[config.mk]
export PLATFORM = sky130hd
export DESIGN_NAME = integer_text_parser
export DESIGN_NICKNAME = d
export VERILOG_FILES = /design/src/rtl/itp_pkg.sv /design/src/rtl/itp_in_reg.sv /design/src/rtl/itp_core.sv /design/src/rtl/integer_text_parser.sv
export SDC_FILE = /design/constraint.sdc
export NUM_CORES = 1
export LEC_CHECK = 0
export BUFFER_PORTS_ARGS = -buffer_cell sky130_fd_sc_hd__buf_2
export CAP_MARGIN = 20
export CORE_MARGIN = 3
export CORE_UTILIZATION = 45
export DETAILED_ROUTE_END_ITERATION = 6
export PLACE_DENSITY = 0.75
export SLEW_MARGIN = 20
export SYNTH_ARGS = -nofsm -noshare
export SYNTH_HDL_FRONTEND = slang
export SYNTH_SLANG_ARGS = --single-unit
[constraint.sdc]
create_clock -name clk -period 10.8 [get_ports clk]
set_clock_uncertainty 0.2 [all_clocks]
set_input_delay 1.62 -clock clk [delete_from_list [all_inputs] [get_ports clk]]
set_output_delay 1.62 -clock clk [all_outputs]
set_load 0.1 [all_outputs]
[src/rtl/itp_pkg.sv]
// ----------------------------------------------------------------------------
// Integer text parser package
// Types, character codes and character decode functions.
// ----------------------------------------------------------------------------
`timescale 1ns / 1ps

package itp_pkg;

  localparam int MAX_CHARS = 4096;
  // Position counter saturates one above MAX_CHARS.
  localparam int POS_W = $clog2(MAX_CHARS + 2);
  localparam int OFF_W = 13;
  localparam int VAL_W = 64;
  localparam int BASE_W = 6;

  localparam logic [7:0] CH_SPACE = 8'd32;
  localparam logic [7:0] CH_TAB   = 8'd9;
  localparam logic [7:0] CH_LF    = 8'd10;
  localparam logic [7:0] CH_VT    = 8'd11;
  localparam logic [7:0] CH_FF    = 8'd12;
  localparam logic [7:0] CH_CR    = 8'd13;
  localparam logic [7:0] CH_PLUS  = 8'h2B;
  localparam logic [7:0] CH_MINUS = 8'h2D;
  localparam logic [7:0] CH_ZERO  = 8'h30;
  localparam logic [7:0] CH_NINE  = 8'h39;
  localparam logic [7:0] CH_LA    = 8'h61;
  localparam logic [7:0] CH_LZ    = 8'h7A;
  localparam logic [7:0] CH_LX    = 8'h78;
  localparam logic [7:0] CH_UX    = 8'h58;
  localparam logic [7:0] CASE_BIT = 8'd32;

  localparam logic [BASE_W-1:0] BASE_AUTO = 6'd0;
  localparam logic [BASE_W-1:0] BASE_OCT  = 6'd8;
  localparam logic [BASE_W-1:0] BASE_DEC  = 6'd10;
  localparam logic [BASE_W-1:0] BASE_HEX  = 6'd16;
  localparam logic [BASE_W-1:0] BASE_MIN  = 6'd2;
  localparam logic [BASE_W-1:0] BASE_MAX  = 6'd36;

  typedef struct packed {
    logic              start_req;
    logic [BASE_W-1:0] base;
    logic [7:0]        ch;
  } itp_item_t;

  typedef struct packed {
    logic [OFF_W-1:0] end_offset;
    logic             any_digits;
    logic             negative;
    logic [VAL_W-1:0] value;
  } itp_result_t;

  typedef struct packed {
    logic              ok;
    logic [BASE_W-1:0] val;
  } itp_digit_t;

  function automatic itp_digit_t digit_of(input logic [7:0] c);
    itp_digit_t d;
    logic [7:0] l;
    l = c | CASE_BIT;
    d.ok = 1'b0;
    d.val = '0;
    if (c >= CH_ZERO && c <= CH_NINE) begin
      d.ok = 1'b1;
      d.val = BASE_W'(c - CH_ZERO);
    end else if (l >= CH_LA && l <= CH_LZ) begin
      d.ok = 1'b1;
      d.val = BASE_W'(l - CH_LA + 8'd10);
    end
    return d;
  endfunction

  function automatic logic is_space(input logic [7:0] c);
    return c == CH_SPACE || c == CH_TAB || c == CH_LF || c == CH_CR ||
           c == CH_VT || c == CH_FF;
  endfunction

endpackage

[src/rtl/itp_in_reg.sv]
// ----------------------------------------------------------------------------
// Integer text parser input register
// Holds one character request until the parse stage takes it.
// ----------------------------------------------------------------------------
`timescale 1ns / 1ps

module itp_in_reg (
  input  logic              clk,
  input  logic              rst,
  input  logic              in_valid,
  output logic              in_ready,
  input  itp_pkg::itp_item_t in_item,
  output logic              item_valid,
  input  logic              item_take,
  output itp_pkg::itp_item_t item
);
  import itp_pkg::*;

  logic take_now;

  assign take_now = item_valid && item_take;
  assign in_ready = !item_valid || take_now;

  always_ff @(posedge clk) begin
    if (rst) begin
      item_valid <= 1'b0;
    end else if (in_ready) begin
      item_valid <= in_valid;
    end
  end

  always_ff @(posedge clk) begin
    if (in_ready && in_valid) begin
      item <= in_item;
    end
  end

endmodule

[src/rtl/itp_core.sv]
// ----------------------------------------------------------------------------
// Integer text parser core
// Parse state, accumulator and the result register.
// ----------------------------------------------------------------------------
`timescale 1ns / 1ps

module itp_core (
  input  logic                clk,
  input  logic                rst,
  input  logic                item_valid,
  output logic                item_take,
  input  itp_pkg::itp_item_t  item,
  output logic                res_valid,
  input  logic                res_ready,
  output itp_pkg::itp_result_t result
);
  import itp_pkg::*;

  typedef enum logic [2:0] {
    PH_DONE, PH_SPACE, PH_PREFIX, PH_ZERO, PH_ZEROX, PH_DIGITS
  } phase_t;

  phase_t            phase, phase_next;
  logic [BASE_W-1:0] active_base, active_base_next;
  logic [VAL_W-1:0]  accumulator, accumulator_next;
  logic              minus_seen, minus_seen_next;
  logic              digit_seen, digit_seen_next;
  logic [POS_W-1:0]  position, position_next;
  logic              emit;
  itp_result_t       result_next;

  // The parse stage moves whenever the result slot is free or draining.
  assign item_take = !res_valid || res_ready;

  always_comb begin
    logic              go_on;
    logic              adv;
    logic [POS_W-1:0]  pos_base;
    logic [POS_W-1:0]  endp;
    logic [BASE_W-1:0] ab;
    logic [VAL_W-1:0]  acc;
    logic              mns;
    logic              dsn;
    phase_t            ph;
    itp_digit_t        dig;

    dig = digit_of(item.ch);
    if (item.start_req) begin
      ph = PH_SPACE;
      ab = item.base;
      acc = '0;
      mns = 1'b0;
      dsn = 1'b0;
      pos_base = '0;
    end else begin
      ph = phase;
      ab = active_base;
      acc = accumulator;
      mns = minus_seen;
      dsn = digit_seen;
      pos_base = position;
    end
    go_on = 1'b1;
    adv = 1'b0;
    emit = 1'b0;
    endp = pos_base;

    if (ph == PH_DONE) begin
      go_on = 1'b0;
    end else if (ph == PH_ZEROX) begin
      go_on = 1'b0;
      if (dig.ok && dig.val < BASE_HEX) begin
        ab = BASE_HEX;
        acc = VAL_W'(dig.val);
        ph = PH_DIGITS;
        adv = 1'b1;
      end else begin
        // The parse ends just after the '0' that stood before the 'x'.
        endp = pos_base - POS_W'(1);
        emit = 1'b1;
        ph = PH_DONE;
      end
    end

    if (go_on && ph == PH_SPACE) begin
      if (is_space(item.ch)) begin
        adv = 1'b1;
        go_on = 1'b0;
      end else begin
        ph = PH_PREFIX;
        if (item.ch == CH_PLUS || item.ch == CH_MINUS) begin
          mns = (item.ch == CH_MINUS);
          adv = 1'b1;
          go_on = 1'b0;
        end
      end
    end

    if (go_on && ph == PH_PREFIX) begin
      if (item.ch == CH_ZERO && (ab == BASE_AUTO || ab == BASE_HEX)) begin
        acc = '0;
        dsn = 1'b1;
        ph = PH_ZERO;
        adv = 1'b1;
        go_on = 1'b0;
      end else begin
        if (ab == BASE_AUTO) ab = BASE_DEC;
        ph = PH_DIGITS;
      end
    end

    if (go_on && ph == PH_ZERO) begin
      if (item.ch == CH_LX || item.ch == CH_UX) begin
        ph = PH_ZEROX;
        adv = 1'b1;
        go_on = 1'b0;
      end else begin
        if (ab == BASE_AUTO) ab = BASE_OCT;
        ph = PH_DIGITS;
      end
    end

    if (go_on) begin
      if (ab >= BASE_MIN && ab <= BASE_MAX && dig.ok && dig.val < ab) begin
        acc = acc * VAL_W'(ab) + VAL_W'(dig.val);
        dsn = 1'b1;
        adv = 1'b1;
      end else begin
        emit = 1'b1;
        ph = PH_DONE;
      end
    end

    phase_next = ph;
    active_base_next = ab;
    accumulator_next = acc;
    minus_seen_next = mns;
    digit_seen_next = dsn;
    if (adv && pos_base < POS_W'(MAX_CHARS + 1)) begin
      position_next = pos_base + POS_W'(1);
    end else begin
      position_next = pos_base;
    end

    if (!dsn) begin
      endp = '0;
    end else if (endp > POS_W'(MAX_CHARS)) begin
      endp = POS_W'(MAX_CHARS);
    end
    result_next.value = mns ? (VAL_W'(0) - acc) : acc;
    result_next.negative = mns;
    result_next.any_digits = dsn;
    result_next.end_offset = OFF_W'(endp);
  end

  always_ff @(posedge clk) begin
    if (rst) begin
      phase <= PH_DONE;
      active_base <= '0;
      accumulator <= '0;
      minus_seen <= 1'b0;
      digit_seen <= 1'b0;
      position <= '0;
      res_valid <= 1'b0;
    end else begin
      if (item_valid && item_take) begin
        phase <= phase_next;
        active_base <= active_base_next;
        accumulator <= accumulator_next;
        minus_seen <= minus_seen_next;
        digit_seen <= digit_seen_next;
        position <= position_next;
      end
      if (item_valid && item_take && emit) begin
        res_valid <= 1'b1;
        result <= result_next;
      end else if (res_ready) begin
        res_valid <= 1'b0;
      end
    end
  end

endmodule

[src/rtl/integer_text_parser.sv]
// ----------------------------------------------------------------------------
// Integer text parser
// Streams characters in and returns one parsed integer per string.
// ----------------------------------------------------------------------------
// Channel  Dir  Fields (low bit first)
// s_*      in   tdata: ch[7:0], base[13:8], zero pad[15:14]; tuser: start_req
// m_*      out  tdata: value[63:0], negative[64], any_digits[65],
//               end_offset[78:66], zero pad[79]
//
// One character request is taken per clock cycle; the rate is set by the
// single 64 by 6 bit multiply-add of the accumulator in the parse stage.
// The ending character passes the input register, then the result register.
// Reset is synchronous and returns the parser to waiting for a start mark.
// While a result waits on m_tready, one further request may enter the input
// register; after that s_tready drops until the result is taken.
// ----------------------------------------------------------------------------
`timescale 1ns / 1ps

module integer_text_parser (
  input  logic        clk,
  input  logic        rst,
  input  logic        s_tvalid,
  output logic        s_tready,
  input  logic [15:0] s_tdata,   // ch[7:0], base[13:8], pad[15:14]
  input  logic        s_tuser,   // start_req
  output logic        m_tvalid,
  input  logic        m_tready,
  output logic [79:0] m_tdata    // value, negative, any_digits, end_offset, pad
);
  import itp_pkg::*;

  itp_item_t   in_item;
  itp_item_t   item;
  logic        item_valid;
  logic        item_take;
  itp_result_t result;

  // Unpack the request; the top pad bits of tdata carry nothing.
  assign in_item.ch = s_tdata[7:0];
  assign in_item.base = s_tdata[13:8];
  assign in_item.start_req = s_tuser;

  // The input register parts the upstream handshake from the parse stage.
  itp_in_reg u_in_reg (
    .clk       (clk),
    .rst       (rst),
    .in_valid  (s_tvalid),
    .in_ready  (s_tready),
    .in_item   (in_item),
    .item_valid(item_valid),
    .item_take (item_take),
    .item      (item)
  );

  // The core keeps the parse state and owns the result register.
  itp_core u_core (
    .clk       (clk),
    .rst       (rst),
    .item_valid(item_valid),
    .item_take (item_take),
    .item      (item),
    .res_valid (m_tvalid),
    .res_ready (m_tready),
    .result    (result)
  );

  assign m_tdata = {1'b0, result};

endmodule

==> impl_metrics.ini <==
[outcome]
status = complete, no violations

[final_layout]
stdcell_area_um2 = 25990
drive_above_1_share_pct = 12.71
diodes = 0
area_growth_syn_to_layout_pct = 10.36
fillers = 4798
fin_nets = 3258

[power]
leakage_nw = 11.78
total_power_w = 0.002057
power.density_nw_per_um2 = 79.14
peakVddDrop_uv = 129.5

[critical_path]
endpoint_kind = register
crit_path_frequent_cell = buf_4
cp_max_fo = 38
crit_required_ns = 10.87
setup.worst_path.start_class = register
cp.arrival_ns = 10.42
path_buf_inv = 4
critPathKind = register to register
max_stage_delay_ns = 0.61
cpMaxStageDelayCell = edfxtp_1
cp_top_family = simple AND/OR/NAND/NOR gates

[synthesis]
syn_inst = 2773
synthFlopType = edfxtp_1
synth_xor_area_share_pct = 4.871
synth-simple-area-share_pct = 25.14
synth_top_area_share_pct = 20.40
ys_ff_latch = 184
synth_fa_ha_area_share_pct = 28.10
syn_avg_cell_area_um2 = 8.494
synth_top_family_by_area = adder cells
synthArstFlopShare_pct = 0
synthTopCellsByArea = fa_1 (20%), edfxtp_1 (12%), ha_1 (7.7%), dfxtp_1 (7.6%), nor2_1 (5.5%)
synth_fp_nets = 3179
synthMuxAreaShare_pct = 0.9987
yosys.cell_types.count = 94
synth_edf_count = 94
yosys_warnings = 0
synth_area_um2 = 23550
yosysSeqAreaShare_pct = 19.63
synth-compound-area-share_pct = 16.60
yosysTopAreaCell = fa_1

[placed_design]
postPlaceCellArea_um2 = 25360
gp_congestion = 0.9525
io_buffers = 99
post-dp-hpwl_um = 57670

[cts]
cts-root-buf = clkbuf_16
clock_latency_ns = 0.47
htreeDepth = 4
cts_buffers = 17
clk_pin_slew_ns = 0.08
cts_resized = 0
clock_path_buffers = 2
cts_sinks = 184
cts_tree = yes
cts_hold_buf = 0
post_cts_buffers = 0

[global_route]
grt_max_degree = 71
antenna_found_initial = 0
grt_pass1_wl_um = 120900
grt-ovfl-total = 0
gr-usage-all-layers_pct = 27.07
grt_pass1_vias = 21870

[die]
rows = 83
die_area_um2 = 55120
die_h_um = 234.8
fp.dieW_um = 234.8
initial_core_util_pct = 45.72
ioPinCount = 103
core-area_um2 = 51510

[drt]
vias = 22060
dr.pass1.iters = 6
vias_per_cell = 6.222
post-route-drc-count = 0
ant_nets = 0
finalWirelength_um = 75990
drt_iter0_markers = 2594
wire_per_inst_um = 21.44

[timing]
tightest_slew_ns = 1.095
finalSetupTns_ns = 0
drv_slew = 0
fin_crit_sh_pct = 95.84
setup_violations = 0
fmax_mhz = 96.61
finalHoldViolCount = 0
min_period_ns = 10.35
rsz0062_at_grt = false
slew_headroom_pct = 26.72

[hold_path]
hp-class = register to register

[run]
maxCapViolCount = 0
==> state kept, by name, indices dropped and copies added, names as in the netlist <==
name,count
u_core.position,13
u_in_reg.item_valid,1
u_core.minus_seen,1
u_core.accumulator,64
u_core.digit_seen,1
u_core.active_base,6
u_core.phase,3
u_in_reg.item,15
u_core.result,79
u_core.res_valid,1
==> worst reg2reg max path, delay by kind of cell (launching register included) <==
kind	cells	cell delay, ns
adder cells (fa/ha/maj)	6	2.42
AND/OR/NAND/NOR	12	3.75
XOR/XNOR	3	1.01
buffers and inverters	4	1.04
flip-flops	1	0.61
AO/OA/AOI/OAI	5	1.13
==> path summary, 6_finish.rpt <==
| kind | start | cells past startpoint | slack (ns) | to |
|---|---|---|---|---|
| worst min-delay path | u_core.position[1] | 2 | 0.30 | u_core.position[1] |
| worst max register to register | u_in_reg.item[4] | 30 | 0.45 | u_core.result[57] |
| worst min register to register | u_core.position[1] | 2 | 0.30 | u_core.position[1] |
| worst max-delay path | u_in_reg.item[4] | 30 | 0.45 | u_core.result[57] |
==> cells in the mapped netlist (all sizes together) (79+ instances only) <==
cell and number:
edfxtp 94, a21oi 148, inv 87, clkbuf 152, nand2 240, and3 108, dfxtp 90, fa 240
and2 175, ha 145, nor2 342, o21ai 117, xnor2 79
==> metrics by stage <==
step,hold WS (ns),cells,setup WS [ns],util [%]
6_report,0.2994,3545,0.4494,50.46
4_1_cts,0.2957,3545,0.2113,50.37
2_1_floorplan,0.2580,2773,0.01389,-
5_1_grt,0.3201,3545,0.001236,50.46
3_5_place_dp,0.2851,3513,0.2568,49.23
3_3_place_gp,0.2702,3512,0.3999,49.22
==> area by class of cell <==
cell class	count	area (µm²)	share of cell area [%]
tap	680	850.8	3.273
inverter	88	330.3	1.271
multi-input combinational	2311	17950	69.04
timing repair buffer	250	1654	6.363
clock buffer	17	425.4	1.637
clock inverter	15	161.4	0.6209
sequential	184	4624	17.79
==> cell usage in the layout (no fill, tap or decap), drive strengths merged, types with 14 or more instances in the layout <==
cell,instances
or3,27
nor2b,20
edfxtp,94
dfxtp,90
nand2b,22
nor2,342
a31oi,44
o31ai,24
a21oi,148
or2,17
buf,250
nor3,74
xnor2,79
nand3,53
a22oi,25
nand2,240
and2,175
and3,108
xor2,52
inv,93
a211oi,41
a31o,14
nor4,21
o21a,14
o211ai,21
clkbuf,17
o21ai,117
nand4,36
fa,240
ha,145
a21o,28
==> power breakdown <==
part	leakage (nW)	switching, W	total, W	internal (W)
registers	1.56	0.0000338	0.000795	0.000761
logic	9.94	0.000427	0.000626	0.000200
clock network	0.284	0.000328	0.000637	0.000309
==> routing by layer <==
layer	vias to the layer above	global-route usage (%)	part of all wire, %
li1	9901	-	-
met1	10630	36.00	40
met2	1289	42.00	45
met3	241	5.059	10
met4	0	14.34	5.4
met5	-	0	0
==> cell families after synthesis <==
family,Yosys count
other cells,1
buf+inv,278
compound gates,588
mux,22
simple gates,1184
xor+xnor,131
fa+ha+maj,385
flops,184
Note: power is estimated with default switching activity, not from simulation.
